[src/design/rxh_pkg.sv]
// shared types and constants for the rotate-xor string hash block
`default_nettype none

package rxh_pkg;

   localparam int CHAR_WIDTH  = 16;
   localparam int HASH_WIDTH  = 32;
   localparam int CAP_WIDTH   = 31;
   localparam int SHIFT_LEFT  = 5;
   localparam int SHIFT_RIGHT = 27;

   localparam logic [CAP_WIDTH-1:0] CAP_RESET = CAP_WIDTH'(1024);

   // low CHAR_WIDTH bits of a character are absorbed
   localparam logic [HASH_WIDTH-1:0] CHAR_MASK =
      HASH_WIDTH'(64'hFFFF_FFFF >> (HASH_WIDTH - CHAR_WIDTH));

   localparam int QUEUE_DEPTH = 2;
   localparam int QUEUE_AW    = (QUEUE_DEPTH > 1) ? $clog2(QUEUE_DEPTH) : 1;

   typedef struct packed {
      logic [HASH_WIDTH-1:0] hash;
   } queue_entry_type;

   typedef struct packed {
      logic full;
      logic empty;
   } queue_status_type;

endpackage

`default_nettype wire

[src/design/rotate_xor_string_hash_mod.sv]
// top level of the rotate-xor string hash with modulo by capacity minus one
//
// characters of a string enter last to first, one request per cycle, and fold
// into a 32-bit hash as (hash<<5) ^ (hash>>27) ^ char; the request marked last
// closes the string and yields one response, hash mod (capacity-1), or 0 with
// bad_capacity set when capacity is below 2. a lone last request with the
// empty flag is an empty string. the front keeps one request per cycle; each
// finished hash then waits in a two-entry queue for the back end, whose
// bit-serial remainder unit takes one quotient bit a cycle; per string it loads
// the hash, divides, then holds the response until taken. with the queue full,
// requests stall until the back end takes an entry. the user is to write
// capacity on the csr channel only while idle; the block does not enforce it.
`default_nettype none

module rotate_xor_string_hash_mod (
   input  wire logic        clock,
   input  wire logic        reset,
   // request channel
   input  wire logic        req_valid,
   output logic             req_ready,
   input  wire logic [15:0] req_char_code,
   input  wire logic        req_is_last,
   input  wire logic        req_is_empty,
   // response channel
   output logic             rsp_valid,
   input  wire logic        rsp_ready,
   output logic [30:0]      rsp_hash_value,
   output logic             rsp_bad_capacity,
   // capacity write channel
   input  wire logic        csr_valid,
   output logic             csr_ready,
   input  wire logic [30:0] csr_capacity
);

   // capacity register, always ready for a write
   logic [rxh_pkg::CAP_WIDTH-1:0] capacity_ff, capacity_in;

   rxh_pkg::queue_status_type q_status;
   rxh_pkg::queue_entry_type  push_entry;
   rxh_pkg::queue_entry_type  pop_entry;
   logic                      q_push;
   logic                      q_pop;

   assign csr_ready   = 1'b1;
   assign capacity_in = (csr_valid && csr_ready) ? csr_capacity : capacity_ff;

   always_ff @(posedge clock) begin
      if (reset) begin
         capacity_ff <= rxh_pkg::CAP_RESET;
      end else begin
         capacity_ff <= capacity_in;
      end
   end

   // character absorption, one request a cycle while the queue is not full
   rxh_front u_front (
      .clock         (clock),
      .reset         (reset),
      .req_valid     (req_valid),
      .req_ready     (req_ready),
      .req_char_code (req_char_code),
      .req_is_last   (req_is_last),
      .req_is_empty  (req_is_empty),
      .q_status      (q_status),
      .q_push        (q_push),
      .q_entry       (push_entry)
   );

   // finished hashes waiting for the remainder unit
   rxh_queue u_queue (
      .clock      (clock),
      .reset      (reset),
      .push       (q_push),
      .push_entry (push_entry),
      .pop        (q_pop),
      .pop_entry  (pop_entry),
      .status     (q_status)
   );

   // remainder unit and response register
   rxh_back u_back (
      .clock            (clock),
      .reset            (reset),
      .capacity         (capacity_ff),
      .q_status         (q_status),
      .q_entry          (pop_entry),
      .q_pop            (q_pop),
      .rsp_valid        (rsp_valid),
      .rsp_ready        (rsp_ready),
      .rsp_hash_value   (rsp_hash_value),
      .rsp_bad_capacity (rsp_bad_capacity)
   );

endmodule

`default_nettype wire

[src/design/rxh_front.sv]
// front end: accepts characters and keeps the running rotate-xor hash
`default_nettype none

module rxh_front (
   input  wire logic                         clock,
   input  wire logic                         reset,
   input  wire logic                         req_valid,
   output logic                              req_ready,
   input  wire logic [15:0]                  req_char_code,
   input  wire logic                         req_is_last,
   input  wire logic                         req_is_empty,
   input  wire rxh_pkg::queue_status_type    q_status,
   output logic                              q_push,
   output rxh_pkg::queue_entry_type          q_entry
);

   logic [rxh_pkg::HASH_WIDTH-1:0] hash_ff;
   logic [rxh_pkg::HASH_WIDTH-1:0] hash_in;
   logic [rxh_pkg::HASH_WIDTH-1:0] char_masked;
   logic [rxh_pkg::HASH_WIDTH-1:0] absorbed;
   logic [rxh_pkg::HASH_WIDTH-1:0] final_hash;
   logic                           accept;

   assign req_ready   = !q_status.full;
   assign accept      = req_valid && req_ready;
   assign char_masked = rxh_pkg::HASH_WIDTH'(req_char_code) & rxh_pkg::CHAR_MASK;
   assign absorbed    = (hash_ff << rxh_pkg::SHIFT_LEFT) ^
                        (hash_ff >> rxh_pkg::SHIFT_RIGHT) ^ char_masked;

   // empty string sends the hash as it stands
   assign final_hash   = (req_is_last && req_is_empty) ? hash_ff : absorbed;
   assign q_push       = accept && req_is_last;
   assign q_entry.hash = final_hash;

   always_comb begin
      hash_in = hash_ff;
      if (accept) begin
         if (req_is_last) begin
            hash_in = '0;
         end else begin
            hash_in = absorbed;
         end
      end
   end

   always_ff @(posedge clock) begin
      if (reset) begin
         hash_ff <= '0;
      end else begin
         hash_ff <= hash_in;
      end
   end

endmodule

`default_nettype wire

[src/design/rxh_queue.sv]
// short queue of finished string hashes between front and back
`default_nettype none

module rxh_queue (
   input  wire logic                       clock,
   input  wire logic                       reset,
   input  wire logic                       push,
   input  wire rxh_pkg::queue_entry_type   push_entry,
   input  wire logic                       pop,
   output rxh_pkg::queue_entry_type        pop_entry,
   output rxh_pkg::queue_status_type       status
);

   localparam int CNT_W = $clog2(rxh_pkg::QUEUE_DEPTH + 1);

   rxh_pkg::queue_entry_type     mem_ff [rxh_pkg::QUEUE_DEPTH];
   logic [rxh_pkg::QUEUE_AW-1:0] wr_ptr_ff, wr_ptr_in;
   logic [rxh_pkg::QUEUE_AW-1:0] rd_ptr_ff, rd_ptr_in;
   logic [CNT_W-1:0]             count_ff, count_in;
   logic                         do_push, do_pop;

   assign status.full  = (count_ff == CNT_W'(rxh_pkg::QUEUE_DEPTH));
   assign status.empty = (count_ff == '0);
   assign do_push      = push && !status.full;
   assign do_pop       = pop && !status.empty;
   assign pop_entry    = mem_ff[rd_ptr_ff];

   function automatic logic [rxh_pkg::QUEUE_AW-1:0] ptr_next(
      input logic [rxh_pkg::QUEUE_AW-1:0] p);
      logic [rxh_pkg::QUEUE_AW-1:0] r;
      if (p == rxh_pkg::QUEUE_AW'(rxh_pkg::QUEUE_DEPTH - 1)) begin
         r = '0;
      end else begin
         r = p + 1'b1;
      end
      return r;
   endfunction

   always_comb begin
      wr_ptr_in = do_push ? ptr_next(wr_ptr_ff) : wr_ptr_ff;
      rd_ptr_in = do_pop  ? ptr_next(rd_ptr_ff) : rd_ptr_ff;
      count_in  = count_ff;
      if (do_push && !do_pop) begin
         count_in = count_ff + 1'b1;
      end else if (do_pop && !do_push) begin
         count_in = count_ff - 1'b1;
      end
   end

   always_ff @(posedge clock) begin
      if (reset) begin
         wr_ptr_ff <= '0;
         rd_ptr_ff <= '0;
         count_ff  <= '0;
      end else begin
         wr_ptr_ff <= wr_ptr_in;
         rd_ptr_ff <= rd_ptr_in;
         count_ff  <= count_in;
      end
   end

   always_ff @(posedge clock) begin
      if (do_push) begin
         mem_ff[wr_ptr_ff] <= push_entry;
      end
   end

endmodule

`default_nettype wire

[src/design/rxh_back.sv]
// back end: bit-serial remainder by capacity minus one and result register
`default_nettype none

module rxh_back (
   input  wire logic                                clock,
   input  wire logic                                reset,
   input  wire logic [rxh_pkg::CAP_WIDTH-1:0]       capacity,
   input  wire rxh_pkg::queue_status_type           q_status,
   input  wire rxh_pkg::queue_entry_type            q_entry,
   output logic                                     q_pop,
   output logic                                     rsp_valid,
   input  wire logic                                rsp_ready,
   output logic [30:0]                              rsp_hash_value,
   output logic                                     rsp_bad_capacity
);

   localparam int HW  = rxh_pkg::HASH_WIDTH;
   localparam int CW  = rxh_pkg::CAP_WIDTH;
   localparam int BCW = $clog2(HW);

   typedef enum logic [2:0] {
      ST_IDLE = 3'b001,
      ST_DIV  = 3'b010,
      ST_DONE = 3'b100
   } back_state_type;

   back_state_type  state_ff, state_in;
   logic [HW-1:0]   dvd_ff, dvd_in;
   logic [CW-1:0]   rem_ff, rem_in;
   logic [CW-1:0]   div_ff, div_in;
   logic [BCW-1:0]  cnt_ff, cnt_in;
   logic [CW-1:0]   res_ff, res_in;
   logic            bad_ff, bad_in;
   logic [CW:0]     rem_shift;
   logic            rem_ge;
   logic [CW-1:0]   rem_next;

   assign rem_shift = {rem_ff, dvd_ff[HW-1]};
   assign rem_ge    = (rem_shift >= {1'b0, div_ff});
   assign rem_next  = rem_ge ? CW'(rem_shift - {1'b0, div_ff}) : rem_shift[CW-1:0];

   assign q_pop            = (state_ff == ST_IDLE) && !q_status.empty;
   assign rsp_valid        = (state_ff == ST_DONE);
   assign rsp_hash_value   = res_ff;
   assign rsp_bad_capacity = bad_ff;

   always_comb begin
      state_in = state_ff;
      dvd_in   = dvd_ff;
      rem_in   = rem_ff;
      div_in   = div_ff;
      cnt_in   = cnt_ff;
      res_in   = res_ff;
      bad_in   = bad_ff;
      case (state_ff)
         ST_IDLE: begin
            if (!q_status.empty) begin
               if (capacity < CW'(2)) begin
                  res_in   = '0;
                  bad_in   = 1'b1;
                  state_in = ST_DONE;
               end else begin
                  dvd_in   = q_entry.hash;
                  rem_in   = '0;
                  div_in   = capacity - 1'b1;
                  cnt_in   = BCW'(HW - 1);
                  bad_in   = 1'b0;
                  state_in = ST_DIV;
               end
            end
         end
         ST_DIV: begin
            rem_in = rem_next;
            dvd_in = dvd_ff << 1;
            cnt_in = cnt_ff - 1'b1;
            if (cnt_ff == '0) begin
               res_in   = rem_next;
               state_in = ST_DONE;
            end
         end
         ST_DONE: begin
            if (rsp_ready) begin
               state_in = ST_IDLE;
            end
         end
         default: begin
            state_in = ST_IDLE;
         end
      endcase
   end

   always_ff @(posedge clock) begin
      if (reset) begin
         state_ff <= ST_IDLE;
      end else begin
         state_ff <= state_in;
      end
   end

   always_ff @(posedge clock) begin
      dvd_ff <= dvd_in;
      rem_ff <= rem_in;
      div_ff <= div_in;
      cnt_ff <= cnt_in;
      res_ff <= res_in;
      bad_ff <= bad_in;
   end

endmodule

`default_nettype wire

[config.mk]
export PLATFORM = sky130hd
export DESIGN_NAME = rotate_xor_string_hash_mod
export DESIGN_NICKNAME = d
export VERILOG_FILES = /design/src/design/rxh_pkg.sv /design/src/design/rotate_xor_string_hash_mod.sv /design/src/design/rxh_front.sv /design/src/design/rxh_queue.sv /design/src/design/rxh_back.sv
export SDC_FILE = /design/constraint.sdc
export NUM_CORES = 1
export LEC_CHECK = 0
export BUFFER_PORTS_ARGS = -buffer_cell sky130_fd_sc_hd__buf_2
export CORE_ASPECT_RATIO = 0.9
export CORE_MARGIN = 10
export CORE_UTILIZATION = 50
export CTS_BUF_LIST = sky130_fd_sc_hd__clkbuf_2 sky130_fd_sc_hd__clkbuf_4 sky130_fd_sc_hd__clkbuf_8
export DETAILED_ROUTE_END_ITERATION = 10
export MAX_ROUTING_LAYER = met4
export PLACE_DENSITY = 0.67
export SYNTH_ARGS = -nofsm -noshare
export SYNTH_HDL_FRONTEND = slang
export SYNTH_SLANG_ARGS = --single-unit
[constraint.sdc]
create_clock -name clock -period 5.97 [get_ports clock]
set_input_delay 0 -clock clock [delete_from_list [all_inputs] [get_ports clock]]
set_output_delay 0 -clock clock [all_outputs]
set_load 0.02 [all_outputs]
# ---- Word-level counts from Yosys, hierarchy flattened
# Memories as Yosys holds them, arrays and structs flattened. A register that Yosys moved wholly into a read port is not among the register bits.
# Cells that the tools add are included.
dict set report classes {
  magnitude_cmp 2
  reduce_logical 21
  n_bitwise 4
  n_addsub 7
  n_eq_ne 9
  n_mux 30
}
# op n
set ops {}
lappend ops {{$mux W31} 6}
lappend ops {{$mux W32} 4}
lappend ops {{$pmux W31 S2} 2}
lappend ops {{$pmux W32 S2} 1}
lappend ops {{$ge A32 B31 Y1} 1}
lappend ops {{$xor A32 B16 Y32} 1}
lappend ops {{$xor A32 B5 Y32} 1}
lappend ops {{$lt A31 B2 Y1 const B} 1}
lappend ops {{$sub A31 B1 Y31 const B} 1}
lappend ops {{$sub A31 B31 Y31} 1}
lappend ops {{$mux W3} 4}
lappend ops {{$mux W5} 2}
lappend ops {{$pmux W5 S2} 1}
lappend ops {{$pmux W3 S3} 1}
lappend ops {{$reduce_and A3 Y1} 3}
lappend ops {{$logic_and A1 B1 Y1} 8}
lappend ops {{$mux W1} 7}
lappend ops {{$ne A2 B2 Y1 const B} 3}
lappend ops {{$logic_not A5 Y1} 1}
lappend ops {{$sub A5 B1 Y5 const B} 1}
lappend ops {{$logic_not A1 Y1} 4}
lappend ops {{$mux W2} 2}
lappend ops {{$ne A2 B1 Y1 const B} 2}
lappend ops {{$reduce_and A4 Y1} 1}
lappend ops {{other kinds (11)} 14}
dict set report word_totals {
  regBits 201
  ram_bits 64
  memories 1
  inputBits 54
}
# name words width rd rd_ports_with_merged_regs wr line
set memory_table {}
lappend memory_table {u_queue.mem_ff 2 32 1 1 1 rxh_queue.sv:16} ;# rxh_pkg::queue_entry_type mem_ff [rxh_pkg::QUEUE_DEPTH];

# ---- Longest topological paths before layout
dict set report depth {
  ltp_word 9
  depth_mapped 16
  mapped_depth_nobuf 13
}

# ---- Hierarchy
# From an unflattened synthesis, not the netlist that was laid out.
dict set report hier_totals {
  hier_cells 1130
  area_unflattened_um2 12883.6
}
# mod seq_area_each_um2 instances cells_per_inst area_each_um2
set modules_own_cells {}
lappend modules_own_cells {rxh_back 3993.8 1 702 7397.1}
lappend modules_own_cells {rxh_queue 2021.9 1 125 2526.2}
lappend modules_own_cells {rxh_front 640.6 1 201 1833.0}
lappend modules_own_cells {rotate_xor_string_hash_mod 620.6 1 102 1127.3}

# ---- Worst setup path before layout
# No wires, ideal clock.
dict set report synth_path {
  kind {register to register}
  start {register u_back.state_ff[0]}
  end {register u_back.cnt_ff[0] (enable)}
  arrival_ps 5781
  slack_ps -398
  setup_time_ps 588
  path_stages_with_launch 4
  required_ps 5382
  cell_sequence {dfxtp_1 -> nor3b_1 -> o21ai_0 -> o21ai_0}
}
dict set report synth_between {
  elab_chain_cells 3
}
# element line
set synth_rtl {}
lappend synth_rtl {{start: declaration} rxh_back.sv:27} ;# back_state_type state_ff, state_in;
lappend synth_rtl {{start signal: assignment} rxh_back.sv:96} ;# state_ff <= state_in;
lappend synth_rtl {{$eq A3 B1 Y1 / $eq A3 B2 Y1 (equally long branches)} rxh_back.sv:55} ;# case (state_ff)
lappend synth_rtl {{$ne A2 B2 Y1 (no source line) / $reduce_bool A2 Y1 (equally long branches)} -}
lappend synth_rtl {{$reduce_and A3 Y1 (no source line) *} -}
lappend synth_rtl {{end signal: assignment} rxh_back.sv:104} ;# cnt_ff <= cnt_in;
lappend synth_rtl {{end: declaration} rxh_back.sv:31} ;# logic [BCW-1:0] cnt_ff, cnt_in;
# Mark *: on every way between the ends. The rest lies on a longest branch, timed or not.
# A chain may end at the register's enable or synchronous reset.

# ---- Final worst setup path
dict set report layout_path {
  start {register u_back.dvd_ff[31]}
  end {register u_back.rem_ff[24] (data pin)}
}
dict set report layout_between {
  elab_chain_cells 3
}
# element line
set layout_rtl {}
lappend layout_rtl {{start: declaration} rxh_back.sv:28} ;# logic [HW-1:0] dvd_ff, dvd_in;
lappend layout_rtl {{start signal: assignment} rxh_back.sv:101} ;# dvd_ff <= dvd_in;
lappend layout_rtl {{$sub A31 B31 Y31 / $ge A32 B31 Y1 (equally long branches)} {rxh_back.sv:40, rxh_back.sv:39}}
lappend layout_rtl {{$mux W31 *} rxh_back.sv:40} ;# assign rem_next = rem_ge ? CW'(rem_shift - {1'b0, div_ff}) : rem_shift[CW-1:0];
lappend layout_rtl {{$pmux W31 S2 *} rxh_back.sv:55}
lappend layout_rtl {{via u_back.rem_in[24]} rxh_back.sv:29} ;# logic [CW-1:0] rem_ff, rem_in;
lappend layout_rtl {{end signal: assignment} rxh_back.sv:102} ;# rem_ff <= rem_in;
lappend layout_rtl {{end: declaration} rxh_back.sv:29}
# Mark *: on every way through the listed nets, which the timed path passes. The rest lies on a longest branch.

==> metrics.md <==
| Metric | Value |
|---|---|
| Cell mode on critical path | `inv_1` |
| Starting Density | `0.511` |
| Post-Syn Instances | `1098` |
| Buffers on Ports | `87` |
| Worst r2r src | `u_back.dvd_ff[31]` |
| Sink of the worst hold path | `u_queue.wr_ptr_ff` |
| R2R setup slack | `2.32 ns` |
| R2R Path End | `u_back.rem_ff[24]` |
| Post CTS Setup Buffer Count | `0` |
| Area contributors post-synth | `edfxtp_1 (47%), dfxtp_1 (11%), mux2i_1 (5.5%)` |
| Syn Std Cell Area | `0.0125 mm^2` |
| Met3 wire length | `1380 um` |
| Crit path max-delay cell type | `and3_2` |
| Slew Limit Fails | `0` |
| Ys Warns | `0` |
| Register bit count reported by yosys | `266` |
| Final hold vios | `0` |
| DRT Pass-1 Iters | `5` |
| Routed wl met2 | `11200 um` |
| Final core utilization | `0.595` |
| Max IR drop VDD | `244 uV` |
| Critical path startpoint category | `register` |
| Worst-skew pair later-pin latency | `0.55 ns` |
| Slew HR | `0.249` |
| EDFF count, synth | `195` |
| Share of layout cells above drive strength 1 | `0.161` |
| Core area | `0.0244 mm^2` |
| Final WS setup | `2.32 ns` |
| First-pass GRT wire length | `43900 um` |
| Setup tns final | `0 ns` |
| Worst Tran Pin Value | `1.12 ns` |
| Hold path cells | `5` |
| Critical Path End Type | `register` |
| Critical Path RT | `6.23 ns` |
| Syn nets | `1188` |
| Final ANT Viol Nets | `0` |
| Wire per inst | `16.8 um` |
| Critical-path cell list | `inv_1 -> ha_1 -> inv_1 -> fa_1 -> a21oi_1 -> o21ai_1 -> a211oi_1 -> o31ai_1 -> o211ai_1 -> and3_2 -> nand2b_1 -> o21ai_0` |
| CP Data Arrival Time | `3.91 ns` |
| Seq/Total Area, Yosys | `0.583` |
| Max-cap check violation count | `0` |
| DP HPWL | `17600 um` |
| Pleak | `0.00565 uW` |
| Gpl congestion | `0.871` |
| RSZ-0062 raised after global routing | `false` |
| Largest area contributor in the netlist | `edfxtp_1` |
| TritonCTS clock tree | `done` |
| CTS Buf Count | `43` |
| CTS sink cnt | `266` |
| Antenna diode count | `0` |
| CP max stage delay | `0.86 ns` |
| Top cell type's share of synthesized area | `0.470` |
| P&R area growth vs syn | `16.4%` |
| Hold crit path type | `input port to register` |
| Die area | `0.0317 mm^2` |
| Initial antenna violation count | `0` |
| DIE WIDTH | `186 um` |
| Number of distinct library cells after synthesis | `61` |
| Hold_sp | `req_valid` |
| Syn avg cell area | `11.4 um^2` |
| H-tree depth | `2` |
| Fmax | `0.274 GHz` |
| Predominant post-synthesis flop cell | `edfxtp_1` |
| Most common library cell in the layout ignoring fill and taps | `edfxtp_1` |
| Routed vias | `8427` |
| DRC viols | `0` |
| Total track usage | `0.174` |
| Async set-or-reset flop fraction in the synthesized netlist | `0` |
| Number of global-route vias before repair | `8275` |
| Rows | `54` |
| M1 wire length | `13800 um` |
| Pre-CTS WS | `2.35 ns` |
| CTS Buffer Depth | `3` |
| Vias/cell | `5.27` |
| Grt ovf | `0` |
| Final net count | `1319` |
| Largest net degree at the start of global routing | `72` |
| Reg2Reg Depth | `12` |
| Run status | `finished clean` |
| CTS Root Cell | `clkbuf_8` |
| Final WL | `26900 um` |
| Fin crit share | `0.612` |
| Period minus WS final | `3.65 ns` |
| Crit path max fanout | `52` |
| DRT iter0 DRCs | `673` |
| Final setup vio count | `0` |
| Most frequent cells in the layout | `edfxtp_1 (195), nor2_1 (139), a21oi_1 (92)` |
| Clk_skew | `0.0226 ns` |
| Clock transition at path regs | `0.06 ns` |
| I/O pin cnt | `89` |
| PD cells | `448 mW/mm^2` |
| Vert. Die Dim | `170 um` |
| Setup CP Type | `register to register` |
| Top Layer Used | `met4` |
-- power by group --
part | switching [uW] | internal (uW)
combinational | 1350 | 851
clock | 711 | 872
sequential | 235 | 2490
total | 2300 | 4210
-- flip-flops by register name, indices dropped and copies added, names as in the netlist, named ones only --
name	count
u_queue.rd_ptr_ff	1
u_back.state_ff	3
u_back.rem_ff	31
u_front.hash_ff	32
u_queue.count_ff	2
u_back.div_ff	31
u_back.cnt_ff	5
u_back.dvd_ff	32
u_back.rsp_hash_value	31
u_queue.mem_ff	64
capacity_ff	31
u_queue.wr_ptr_ff	1
u_back.rsp_bad_capacity	1
-- layer usage --
layer,vias to the layer above,global-route usage
met4,0,0.0567
met5,-,-
met1,3963,0.249
met3,50,0.0292
met2,207,0.246
li1,4207,-
-- worst max-delay path by stage --
stage | start | endpoint | slack (ns) | depth (start not counted)
4_1_cts | u_back.dvd_ff[31] | u_back.rem_ff[24] | 2.33 | 12
2_1_floorplan | u_back.state_ff[0] | u_back.cnt_ff[0] | 1.44 | 3
3_3_place_gp | u_back.dvd_ff[31] | u_back.rsp_hash_value[27] | 2.45 | 12
5_1_grt | u_back.dvd_ff[31] | u_back.rem_ff[16] | 1.96 | 13
3_5_place_dp | u_back.dvd_ff[31] | u_back.rem_ff[24] | 2.35 | 12
6_report | u_back.dvd_ff[31] | u_back.rem_ff[24] | 2.32 | 12
-- timing repair --
action                                 4_1_cts  5_1_grt
hold buffers                                48        0
gates resized for setup                      0        0
endpoints found under the hold margin       81        0
setup endpoints to repair                    0        0
-- cell usage after synthesis, drive strengths merged (4+ instances only) --
cell	instances
edfxtp	195
nor2b	4
nor3b	21
buf	17
nand2	64
dfxtp	71
inv	47
nand3	14
nand4	7
a21o	19
o21bai	4
o21ai	50
or2	4
a31oi	5
a211o	4
nor4	8
ha	35
clkbuf	39
nor2	143
mux2	16
o21a	4
mux2i	69
nand2b	9
and3	5
a21oi	92
xor2	31
a21boi	4
nor3	34
xnor2	46
-- cells by family after synthesis --
kind of cell | share of synthesized area
and+or+nand+nor | 0.128
DFF | 0.583
AOI/OAI and AO/OA | 0.0933
buffers and inverters | 0.0346
muxes | 0.0698
xor gates and xnor gates | 0.0541
adders and majority gates | 0.0367
other | 0.000301
-- stage by stage --
stage	power, uW	instance area, um^2	std cells	hold WS [ns]
after floorplan	4410	12500	1098	0.122
after global placement	4890	13200	1472	0.213
after detailed placement	4920	13200	1472	0.216
after CTS	6530	14500	1600	0.0178
after global routing	6920	14500	1600	0.0842
final	6510	14500	1600	0.0359
-- final cells by class --
cell class	count	area, um^2
clock inverter	18	109
sequential	266	7280
clock buffer	62	766
timing repair buffer	142	968
multi-input combinational	729	4790
inverter	47	176
fill	2022	9880
tap	336	420
-- critical path: cells and delay by family, from the launching register on --
kind | cells | cell delay, ns
AND/OR/NAND/NOR | 2 | 1.15
AO/OA/AOI/OAI | 6 | 1.10
adder cells (fa/ha/maj) | 2 | 0.55
flip-flops | 1 | 0.41
buffers and inverters | 2 | 0.13
Note: power is estimated with default switching activity, not from simulation.
